## config.mk

```make
export PLATFORM = sky130hd
export DESIGN_NAME = elevator_request_controller_flat
export DESIGN_NICKNAME = d
export VERILOG_FILES = /design/src/hdl/erc_pkg.sv /design/src/hdl/erc_if.sv /design/src/hdl/erc_ram.sv /design/src/hdl/elevator_request_controller.sv /design/src/flat_wrapper.sv
export SDC_FILE = /design/constraint.sdc
export NUM_CORES = 1
export LEC_CHECK = 0
export ABC_CLOCK_PERIOD_IN_PS = 4600
export BUFFER_PORTS_ARGS = -buffer_cell sky130_fd_sc_hd__buf_4
export CORE_UTILIZATION = 30
export DETAILED_ROUTE_END_ITERATION = 8
export PLACE_DENSITY = 0.52
export SYNTH_ARGS = -nofsm -noshare
export SYNTH_HDL_FRONTEND = slang
export SYNTH_HIERARCHICAL = 1
export SYNTH_SLANG_ARGS = --single-unit
```

## constraint.sdc

```tcl
create_clock -name clk -period 4.6 [get_ports clk]
set_input_delay 0.23 -clock clk [delete_from_list [all_inputs] [get_ports clk]]
set_output_delay 0.23 -clock clk [all_outputs]
set_load 0.01 [all_outputs]
```

## src/hdl/erc_pkg.sv

```systemverilog
// Package for the elevator request controller: sequencer states and field widths.
// No dependencies.
package erc_pkg;

	localparam int FIELD_FLOOR_W = 4;
	localparam int TAG_W         = 16;
	localparam int CAP_W         = 5;
	localparam int COUNT_OUT_W   = 5;
	localparam int TOTAL_W       = 32;
	localparam logic [CAP_W-1:0] CAP_RESET = 5'd8;

	localparam logic REQ_CALL = 1'b0;
	localparam logic REQ_TICK = 1'b1;

	typedef enum logic [6:0] {
		ST_IDLE   = 7'b0000001,
		ST_UNLD   = 7'b0000010,
		ST_UNLD_W = 7'b0000100,
		ST_BRD    = 7'b0001000,
		ST_BRD_W  = 7'b0010000,
		ST_MOVE   = 7'b0100000,
		ST_OUT    = 7'b1000000
	} seq_state_t;

endpackage

```

## src/hdl/erc_if.sv

```systemverilog
// Valid/ready channel interfaces for requests, results and configuration.
// Depends on erc_pkg.
interface erc_req_if;
	import erc_pkg::*;
	logic                     valid;
	logic                     ready;
	logic                     req_type;
	logic [FIELD_FLOOR_W-1:0] from_floor;
	logic [FIELD_FLOOR_W-1:0] to_floor;
	logic [TAG_W-1:0]         passenger_id;
	modport source (output valid, req_type, from_floor, to_floor, passenger_id, input ready);
	modport sink   (input valid, req_type, from_floor, to_floor, passenger_id, output ready);
endinterface

interface erc_res_if;
	import erc_pkg::*;
	logic                     valid;
	logic                     ready;
	logic [FIELD_FLOOR_W-1:0] current_floor;
	logic                     idle;
	logic [COUNT_OUT_W-1:0]   boarded;
	logic [COUNT_OUT_W-1:0]   alighted;
	logic [TOTAL_W-1:0]       served_total;
	logic [TOTAL_W-1:0]       floors_total;
	logic                     call_dropped;
	modport source (output valid, current_floor, idle, boarded, alighted, served_total,
		floors_total, call_dropped, input ready);
	modport sink   (input valid, current_floor, idle, boarded, alighted, served_total,
		floors_total, call_dropped, output ready);
endinterface

interface erc_cfg_if;
	import erc_pkg::*;
	logic             valid;
	logic             ready;
	logic [CAP_W-1:0] data;
	modport source (output valid, data, input ready);
	modport sink   (input valid, data, output ready);
endinterface

```

## src/hdl/erc_ram.sv

```systemverilog
// Generic single-port-write, single-port-read RAM with registered read.
// No dependencies.
module erc_ram #(
	parameter int WIDTH = 8,
	parameter int DEPTH = 16
) (
	input  logic                     clk,
	input  logic                     we,
	input  logic [$clog2(DEPTH)-1:0] waddr,
	input  logic [WIDTH-1:0]         wdata,
	input  logic [$clog2(DEPTH)-1:0] raddr,
	output logic [WIDTH-1:0]         rdata
);
	logic [WIDTH-1:0] mem [DEPTH];

	always_ff @(posedge clk) begin
		if (we) begin
			mem[waddr] <= wdata;
		end
		rdata <= mem[raddr];
	end
endmodule

```

## src/hdl/elevator_request_controller.sv

```systemverilog
// Top level of the elevator request controller.
// Depends on erc_pkg, erc_if and erc_ram.
//
// A call writes the queue tail, or is dropped when the queue is full, and
// shows its result. A tick walks the cabin list then the waiting queue,
// each entry in two steps (one for the RAM read, one to compact and write
// back), then makes its move step. The registered read of the queue and
// cabin RAMs sets this split. An idle tick goes straight to its result.
// The result register holds a finished result until taken. No clearing
// pass: entries are read only below counts.
module elevator_request_controller
	import erc_pkg::*;
#(
	parameter int FLOOR_COUNT = 16,
	parameter int QUEUE_DEPTH = 16,
	parameter int CABIN_SLOTS = 16
) (
	input logic clk,
	input logic arst_n,
	erc_req_if.sink   req,
	erc_res_if.source res,
	erc_cfg_if.sink   cfg
);
	localparam int FW  = (FLOOR_COUNT > 2) ? $clog2(FLOOR_COUNT) : 1;
	localparam int QA  = $clog2(QUEUE_DEPTH);
	localparam int QC  = $clog2(QUEUE_DEPTH + 1);
	localparam int CA  = (CABIN_SLOTS > 1) ? $clog2(CABIN_SLOTS) : 1;
	localparam int CC  = $clog2(CABIN_SLOTS + 1);
	localparam int QW  = 2 * FW + TAG_W;
	localparam int CW  = FW + TAG_W;
	localparam int LW  = (CC > CAP_W) ? CC : CAP_W;
	localparam logic [FW-1:0] TOP_FLOOR = FW'(FLOOR_COUNT - 1);

	seq_state_t state_q;
	logic [CAP_W-1:0] cap_q;
	logic [QC-1:0] wcount_q, wkeep_q, widx_q;
	logic [CC-1:0] ccount_q, ckeep_q, cidx_q;
	logic [FW-1:0] floor_q;
	logic [TOTAL_W-1:0] served_q, moves_q;
	logic [COUNT_OUT_W-1:0] brd_q, alt_q;
	logic drop_q, rvalid_q;

	// RAM ports
	logic q_we, c_we;
	logic [QA-1:0] q_wa, q_ra;
	logic [CA-1:0] c_wa, c_ra;
	logic [QW-1:0] q_wd, q_rd;
	logic [CW-1:0] c_wd, c_rd;

	erc_ram #(.WIDTH(QW), .DEPTH(QUEUE_DEPTH)) u_queue (
		.clk(clk), .we(q_we), .waddr(q_wa), .wdata(q_wd), .raddr(q_ra), .rdata(q_rd));
	erc_ram #(.WIDTH(CW), .DEPTH(CABIN_SLOTS)) u_cabin (
		.clk(clk), .we(c_we), .waddr(c_wa), .wdata(c_wd), .raddr(c_ra), .rdata(c_rd));

	// Input floor saturation
	logic [FW-1:0] from_sat, to_sat;
	always_comb begin
		if (32'(req.from_floor) >= 32'(FLOOR_COUNT)) from_sat = TOP_FLOOR;
		else from_sat = FW'(req.from_floor);
		if (32'(req.to_floor) >= 32'(FLOOR_COUNT)) to_sat = TOP_FLOOR;
		else to_sat = FW'(req.to_floor);
	end

	logic req_take, full_q;
	assign req.ready = (state_q == ST_IDLE) && !rvalid_q;
	assign cfg.ready = 1'b1;
	assign req_take  = req.valid && req.ready;
	assign full_q    = (32'(wcount_q) >= 32'(QUEUE_DEPTH));

	logic [LW-1:0] limit;
	always_comb begin
		if (32'(cap_q) > 32'(CABIN_SLOTS)) limit = LW'(CABIN_SLOTS);
		else limit = LW'(cap_q);
	end

	// Fields of the entry just read
	logic [FW-1:0] rq_from, rq_to, rc_to;
	assign rq_from = q_rd[QW-1 -: FW];
	assign rq_to   = q_rd[TAG_W +: FW];
	assign rc_to   = c_rd[TAG_W +: FW];

	logic do_board;
	assign do_board = (rq_from == floor_q) && (LW'(ccount_q) < limit);

	// Memory port steering
	always_comb begin
		q_we = 1'b0; c_we = 1'b0;
		q_wa = wcount_q[QA-1:0];
		q_wd = {from_sat, to_sat, req.passenger_id};
		c_wa = ckeep_q[CA-1:0];
		c_wd = c_rd;
		q_ra = widx_q[QA-1:0];
		c_ra = cidx_q[CA-1:0];
		case (state_q)
			ST_IDLE: begin
				q_we = req_take && (req.req_type == REQ_CALL) && !full_q;
			end
			ST_UNLD_W: begin
				c_we = (rc_to != floor_q);
			end
			ST_BRD: begin
				// walk done: fetch both heads for the move step
				if (widx_q == wcount_q) begin
					q_ra = '0;
					c_ra = '0;
				end
			end
			ST_BRD_W: begin
				if (do_board) begin
					c_we = 1'b1;
					c_wa = ccount_q[CA-1:0];
					c_wd = q_rd[CW-1:0];
				end else begin
					q_we = 1'b1;
					q_wa = wkeep_q[QA-1:0];
					q_wd = q_rd;
				end
			end
			default: ;
		endcase
	end

	// Sequencer
	always_ff @(posedge clk or negedge arst_n) begin
		if (!arst_n) begin
			state_q  <= ST_IDLE;
			cap_q    <= CAP_RESET;
			wcount_q <= '0; ccount_q <= '0;
			floor_q  <= '0; served_q <= '0; moves_q <= '0;
			rvalid_q <= 1'b0;
			wkeep_q <= '0; widx_q <= '0; ckeep_q <= '0; cidx_q <= '0;
			brd_q <= '0; alt_q <= '0; drop_q <= 1'b0;
		end else begin
			if (cfg.valid) cap_q <= cfg.data;
			if (rvalid_q && res.ready) rvalid_q <= 1'b0;
			case (state_q)
				ST_IDLE: begin
					if (req_take) begin
						brd_q <= '0; alt_q <= '0; drop_q <= 1'b0;
						cidx_q <= '0; ckeep_q <= '0; widx_q <= '0; wkeep_q <= '0;
						if (req.req_type == REQ_CALL) begin
							if (full_q) drop_q <= 1'b1;
							else wcount_q <= wcount_q + 1'b1;
							state_q <= ST_OUT;
						end else if (ccount_q == '0 && wcount_q == '0) begin
							state_q <= ST_OUT;
						end else begin
							state_q <= ST_UNLD;
						end
					end
				end
				ST_UNLD: begin
					if (cidx_q == ccount_q) begin
						ccount_q <= ckeep_q;
						state_q  <= ST_BRD;
					end else begin
						state_q <= ST_UNLD_W;
					end
				end
				ST_UNLD_W: begin
					if (rc_to != floor_q) ckeep_q <= ckeep_q + 1'b1;
					else begin
						alt_q    <= alt_q + 1'b1;
						served_q <= served_q + 1'b1;
					end
					cidx_q  <= cidx_q + 1'b1;
					state_q <= ST_UNLD;
				end
				ST_BRD: begin
					if (widx_q == wcount_q) begin
						wcount_q <= wkeep_q;
						cidx_q   <= '0;
						widx_q   <= '0;
						state_q  <= ST_MOVE;
					end else begin
						state_q <= ST_BRD_W;
					end
				end
				ST_BRD_W: begin
					if (do_board) begin
						ccount_q <= ccount_q + 1'b1;
						brd_q    <= brd_q + 1'b1;
					end else begin
						wkeep_q <= wkeep_q + 1'b1;
					end
					widx_q  <= widx_q + 1'b1;
					state_q <= ST_BRD;
				end
				ST_MOVE: begin
					// heads of both lists were read at index 0 last cycle
					state_q <= ST_OUT;
					if (ccount_q != '0) begin
						if (rc_to > floor_q) begin
							floor_q <= floor_q + 1'b1; moves_q <= moves_q + 1'b1;
						end else if (rc_to < floor_q) begin
							floor_q <= floor_q - 1'b1; moves_q <= moves_q + 1'b1;
						end
					end else if (wcount_q != '0) begin
						if (rq_from > floor_q) begin
							floor_q <= floor_q + 1'b1; moves_q <= moves_q + 1'b1;
						end else if (rq_from < floor_q) begin
							floor_q <= floor_q - 1'b1; moves_q <= moves_q + 1'b1;
						end
					end
				end
				ST_OUT: begin
					rvalid_q <= 1'b1;
					state_q  <= ST_IDLE;
				end
				default: state_q <= ST_IDLE;
			endcase
		end
	end

	assign res.valid         = rvalid_q;
	assign res.current_floor = FIELD_FLOOR_W'(floor_q);
	assign res.idle          = (ccount_q == '0) && (wcount_q == '0);
	assign res.boarded       = brd_q;
	assign res.alighted      = alt_q;
	assign res.served_total  = served_q;
	assign res.floors_total  = moves_q;
	assign res.call_dropped  = drop_q;
endmodule
```

## src/flat_wrapper.sv

```systemverilog
// flat-port wrapper written by rule: the top's interface ports become plain ports
module elevator_request_controller_flat import erc_pkg::*;
#(
	parameter int FLOOR_COUNT = 16,
	parameter int QUEUE_DEPTH = 16,
	parameter int CABIN_SLOTS = 16
)
  (clk, arst_n, req_valid, req_req_type, req_from_floor, req_to_floor, req_passenger_id, req_ready, res_valid, res_current_floor, res_idle, res_boarded, res_alighted, res_served_total, res_floors_total, res_call_dropped, res_ready, cfg_valid, cfg_data, cfg_ready);
  erc_req_if req_i ();
  erc_res_if res_i ();
  erc_cfg_if cfg_i ();
  input logic clk;
  input logic arst_n;
  input wire logic [$bits(req_i.valid)-1:0] req_valid;
  input wire logic [$bits(req_i.req_type)-1:0] req_req_type;
  input wire logic [$bits(req_i.from_floor)-1:0] req_from_floor;
  input wire logic [$bits(req_i.to_floor)-1:0] req_to_floor;
  input wire logic [$bits(req_i.passenger_id)-1:0] req_passenger_id;
  output wire logic [$bits(req_i.ready)-1:0] req_ready;
  output wire logic [$bits(res_i.valid)-1:0] res_valid;
  output wire logic [$bits(res_i.current_floor)-1:0] res_current_floor;
  output wire logic [$bits(res_i.idle)-1:0] res_idle;
  output wire logic [$bits(res_i.boarded)-1:0] res_boarded;
  output wire logic [$bits(res_i.alighted)-1:0] res_alighted;
  output wire logic [$bits(res_i.served_total)-1:0] res_served_total;
  output wire logic [$bits(res_i.floors_total)-1:0] res_floors_total;
  output wire logic [$bits(res_i.call_dropped)-1:0] res_call_dropped;
  input wire logic [$bits(res_i.ready)-1:0] res_ready;
  input wire logic [$bits(cfg_i.valid)-1:0] cfg_valid;
  input wire logic [$bits(cfg_i.data)-1:0] cfg_data;
  output wire logic [$bits(cfg_i.ready)-1:0] cfg_ready;
  assign req_i.valid = req_valid;
  assign req_i.req_type = req_req_type;
  assign req_i.from_floor = req_from_floor;
  assign req_i.to_floor = req_to_floor;
  assign req_i.passenger_id = req_passenger_id;
  assign req_ready = req_i.ready;
  assign res_valid = res_i.valid;
  assign res_current_floor = res_i.current_floor;
  assign res_idle = res_i.idle;
  assign res_boarded = res_i.boarded;
  assign res_alighted = res_i.alighted;
  assign res_served_total = res_i.served_total;
  assign res_floors_total = res_i.floors_total;
  assign res_call_dropped = res_i.call_dropped;
  assign res_i.ready = res_ready;
  assign cfg_i.valid = cfg_valid;
  assign cfg_i.data = cfg_data;
  assign cfg_ready = cfg_i.ready;
  elevator_request_controller #(.FLOOR_COUNT(FLOOR_COUNT), .QUEUE_DEPTH(QUEUE_DEPTH), .CABIN_SLOTS(CABIN_SLOTS)) u_core (.clk(clk), .arst_n(arst_n), .req(req_i), .res(res_i), .cfg(cfg_i));
endmodule
```

Word-level counts from Yosys, hierarchy flattened --
Memory sizes are Yosys's and may differ from the RTL's. A register that Yosys moved wholly into a read port is not among the register bits. Index checks and enable logic that the tools add are counted.
Storage, ports and cells: register bits after elaboration 122, memory bits (writable) 704, output and inout port bits 83, logic and storage cells 155, memories 2
Cells by class: add/sub/neg operators 12, magnitude comparators 7, equality and inequality tests 21, mux-type cells 63, bitwise logic cells 2, reductions and logical operators 33
Memory list:
- u_core.u_queue.mem | depth 16, width 24, rd ports 1, clocked after Yosys merged registers in 1, wr ports 1, line erc_ram.sv:14 | logic [WIDTH-1:0] mem [DEPTH];
- u_core.u_cabin.mem | depth 16, width 20, rd ports 1, clocked after Yosys merged registers in 1, wr ports 1, line erc_ram.sv:14
Operator list (number):
- 32-bit 2-to-1 mux | 6
- 5-bit 2-to-1 mux | 13
- 32-bit by 1-bit adder with 32-bit output (second input constant) | 2
- 4-bit 2-to-1 mux | 15
- 5-bit case mux with 2 select lines | 6
- 24-bit 2-to-1 mux | 2
- 7-bit case mux with 6 select lines | 1
- 5-bit by 1-bit adder with 5-bit output (second input constant) | 8
- 20-bit 2-to-1 mux | 2
- 5-bit case mux with 3 select lines | 2
- 7-bit 2-to-1 mux | 3
- 3-bit AND reduction | 7
- 2-bit nonzero test | 6
- 5-bit equality test | 2
- 5-bit logical NOT | 2
- 1-bit 2-to-1 mux | 10
- 2-bit by 1-bit != test with 1-bit output (second input constant) | 5
- 5-bit nonzero test | 2
- 3-bit nonzero test | 3
- 4-bit > comparator | 2
- 4-bit less-than comparator | 2
- 2-bit != test (second input constant) | 4
- 7-bit by 1-bit equality test with 1-bit output (second input constant) | 1
- 7-bit by 2-bit equality test with 1-bit output (second input constant) | 1
- 21 further kinds | 31

Longest topological paths before layout --
depth in word-level cells 8, mapped depth 12, depth with buffers taken out 10

Hierarchy --
Netlist, hierarchy kept.
Modules (own cells, without submodules):
- erc_ram (u_core.u_queue) | times used 1, cells each 636, area each 14930.6 um2, sequential area each 12011.5 um2
- erc_ram (u_core.u_cabin) | times used 1, cells each 533, area each 12530.8 um2, sequential area each 10009.6 um2
- elevator_request_controller | times used 1, cells each 729, area each 7061.8 um2, sequential area each 3055.4 um2

Least setup slack after synthesis --
Ideal clock, no wire load.
path type register -> register, from register u_core.cap_q[3], to memory u_core/u_queue/mem[0][0] (netlist bit) (enable), setup time 435 ps, arrival time 4241 ps, data required time 4165 ps, slack -76 ps, stages on the path, launching flop included 10, buffers on the path 1, period minus slack after synthesis 4676 ps, cells stage by stage dfstp_2 > nand2_1 > ha_1 > o2111ai_1 > a31oi_1 > o21ba_2 > clkbuf_1 > mux2_2 > or3b_2 > nor3_1
On the way: elaborated cells on any way between the ends 10, those cells by class order compare: 2; mux: 7; reduce/logical: 1
RTL lines:
- start, declared | line elevator_request_controller.sv:35 | logic [CAP_W-1:0] cap_q;
- start signal, assigned | line elevator_request_controller.sv:134 | if (cfg.valid) cap_q <= cfg.data;
- 5-bit > comparator | line elevator_request_controller.sv:72 | if (32'(cap_q) > 32'(CABIN_SLOTS)) limit = LW'(CABIN_SLOTS);
- 5-bit 2-to-1 mux * | line elevator_request_controller.sv:72
- 5-bit less-than comparator * | line elevator_request_controller.sv:83 | assign do_board = (rq_from == floor_q) && (LW'(ccount_q) < limit);
- 1-bit logical AND * | line elevator_request_controller.sv:83
- 4-bit 2-to-1 mux * | line elevator_request_controller.sv:109 | if (do_board) begin
- 4-bit 2-to-1 mux * | line elevator_request_controller.sv:94 | case (state_q)
- net u_core.q_wa[3] | line elevator_request_controller.sv:45 | logic [QA-1:0] q_wa, q_ra;
- end, declared | line erc_ram.sv:14
Mark *: on every way through the listed nets, which the timed path passes. The rest lies on a longest branch.

Worst setup path in the final report --
from register u_core.floor_q[3], in the netlist u_core/res.current_floor[3], to memory u_core/u_cabin/mem[0][19] (netlist bit) (enable)
On the way: elaborated cells on any way between the ends 9, those cells by class eq/ne: 2; mux: 6; reduce/logical: 1
RTL lines:
- start, declared | line elevator_request_controller.sv:38 | logic [FW-1:0] floor_q;
- start signal, assigned | line elevator_request_controller.sv:194 | floor_q <= floor_q + 1'b1; moves_q <= moves_q + 1'b1;
- start signal, assigned | line elevator_request_controller.sv:196 | floor_q <= floor_q - 1'b1; moves_q <= moves_q + 1'b1;
- start signal, assigned | line elevator_request_controller.sv:200 | floor_q <= floor_q + 1'b1; moves_q <= moves_q + 1'b1;
- 4-bit equality test | line elevator_request_controller.sv:83
- 1-bit logical AND | line elevator_request_controller.sv:83
- 4-bit 2-to-1 mux | line elevator_request_controller.sv:109
- 4-bit 2-to-1 mux | line elevator_request_controller.sv:94
- net u_core.c_wa[2] | line elevator_request_controller.sv:46 | logic [CA-1:0] c_wa, c_ra;
- end, declared | line erc_ram.sv:14
The timed path passes the listed nets, and every way through them passes these cells.

==> summary.md <==
| Metric | Value |
|---|---|
| Outcome | complete, no violations |
| CTS root buffer | clkbuf_16 |
| Critical Path RT | 4.76 ns |
| Net Sw Power | 0.00201 W |
| Most frequent cells in the layout | edfxtp_1 (192), buf_4 (130), dfrtp_1 (120) |
| Die W | 222 um |
| CTS tree | done |
| Layout cells sized above 1 | 22.0% |
| Post-Syn Area per Cell | 13.4 sq um |
| Logic pwr share | 15.6% |
| CTS Buffer Depth | 3 |
| Commonest non-fill, non-tap cell in the layout | edfxtp_1 |
| Sw Ratio | 27.0% |
| Gpl congestion | 0.810 |
| Pins Over Slew Limit | 0 |
| Final min period | 3.94 ns |
| Max-Cap Viols | 0 |
| Skew final | 0.0174 ns |
| Layout Nets | 1,255 |
| Hpwl dp | 23,300 um |
| Seq pwr share | 45.3% |
| WHS | 0.0348 ns |
| Pwr Density | 432 nW/um^2 |
| Sum Neg Setup Slack | 0 ns |
| Gr ovfl total | 0 |
| Clock-pin slew on the worst setup and hold paths | 0.06 ns |
| Max-slew headroom | 26.9% |
| Syn-to-layout area delta | 18.5% |
| Synth Instances | 1,086 |
| WP data arrival | 4.10 ns |
| Net Count, Synth | 1,147 |
| CP startpoint kind | register |
| Vias in the first global route | 9,194 |
| Worst hold path class | primary input to register |
| Core ar. | 47,700 sq um |
| VDD IR-drop max | 0.286 mV |
| IO buf count | 100 |
| Clock share of power | 39.1% |
| Setup crit end kind | register |
| Multi-input gate area | 5010 sq um |
| Post_cts resized | 0 |
| FF/Latch Area | 9060 sq um |
| Int Pwr | 0.00544 W |
| Period utilization | 85.6% |
| Netlist area before placement | 14,600 sq um |
| Setup bufs post-CTS | 0 |
| Worst path bufs/invs | 1 |
| Tightest Pin Transition | 1.09 ns |
| Cts hold-fix bufs | 8 |
| Initial antenna violation count | 1 |
| Total power | 0.00745 W |
| Routed Antenna Nets | 0 |
| Slowest stage cell, crit path | or3_1 |
| CP Cell Sequence | inv_1 > ha_1 > nand4_1 > a211o_1 > or3_1 > mux2_2 > or3b_2 > nor3_1 |
| Drt first-iter violations | 492 |
| Vias/cell | 4.91 |
| First-pass GRT wire length | 53,400 um |
| Fmax | 254 MHz |
| # rows | 80 |
| Crit path max-delay family | simple AND/OR/NAND/NOR gates |
| H-tree Lvls | 2 |
| Leak Pwr | 6.70 nW |
| YS warnings | 6 |
| Clk Latency, worst-skew pair | 0.53 ns |
| Crit Path Category | register to register |
| Fin. Hold Viols | 0 |
| Die H | 222 um |
| Vias post-DR | 9,021 |
| DRC | 0 |
| Die ar. | 49,400 sq um |
| Largest net degree at the start of global routing | 50 |
| RSZ-0062 raised after global routing | false |
| Clock Sinks | 326 |
| Total wire length | 34,200 um |
| Worst-path fanout max | 18 |
| Total global-route track usage | 14.0% |
| N_diodes | 0 |
| CP max stage delay | 0.61 ns |
| WL/cell | 18.6 um |
| Initial core utilization | 30.5% |
| Cts bufs inserted | 37 |
| Setup violators final | 0 |
| Io pins | 118 |
| FILL cells | 4,560 |
| Pre-antenna DRT Iters | 4 |
[area by class of cell]
type,instances,share of cell area (%)
Inverter,38,0.827
Timing Repair Buffer,138,6.12
Multi-Input combinational cell,653,29.0
Clock inverter,16,0.980
Sequential cell,326,52.5
Clock buffer,51,6.02
Tap cell,615,4.46
[worst min-delay path, stage by stage]
cell and delay [ns]:
buf_4 0.08, nand2_1 0.11, o21ai_0 0.10
[per-layer routing]
metal  up-vias  GRT usage [%]  wire length (um)
li1       4223              -                 -
met5         -              0                 0
met4         0           4.64               860
met2       199           23.3             16200
met3        55           2.98              1770
met1      4544           18.2             15300
[state kept, by name, summed over array words and instances (netlist names), 7 cells and up]
register                 flops
u_core/res.served_total     32
u_core/state_q               7
u_core/u_queue/mem         128
u_core/u_queue/rdata         8
u_core/res.floors_total     32
u_core/u_cabin/mem          64
[power by group through the flow]
stage	registers, W	logic [W]	clock network, W
2_1_floorplan	0.00338	0.000840	0
3_3_place_gp	0.00343	0.00115	0
3_5_place_dp	0.00344	0.00117	0
4_1_cts	0.00338	0.00118	0.00300
5_1_grt	0.00339	0.00130	0.00312
6_report	0.00338	0.00116	0.00291
[final timing paths]
kind                                                  start                          end  slack (ns)  depth (start not counted)
min in group asynchronous                            arst_n  u_core/res.served_total[16]        0.20                          2
max in group asynchronous                            arst_n  u_core/res.current_floor[1]        3.33                          3
worst min register to register  u_core/res.served_total[31]  u_core/res.served_total[31]        0.47                          1
worst min-delay path                            cfg_data[4]              u_core/cap_q[4]        0.03                          3
worst max register to register  u_core/res.current_floor[3]    u_core/u_cabin/mem[0][19]        0.66                          8
worst max-delay path            u_core/res.current_floor[3]    u_core/u_cabin/mem[0][19]        0.66                          8
[through the flow]
step	std cells	setup WS (ns)	cell area, sq um	utilization, %
finish	1837	0.663	17200	36.1
global route	1837	0.456	17200	36.1
CTS	1837	0.602	17200	36.1
detailed placement	1762	0.651	16000	33.4
global placement	1762	0.747	16000	33.4
floorplan	1086	1.06	14600	-
No activity file was read; power rests on OpenSTA's default activity.
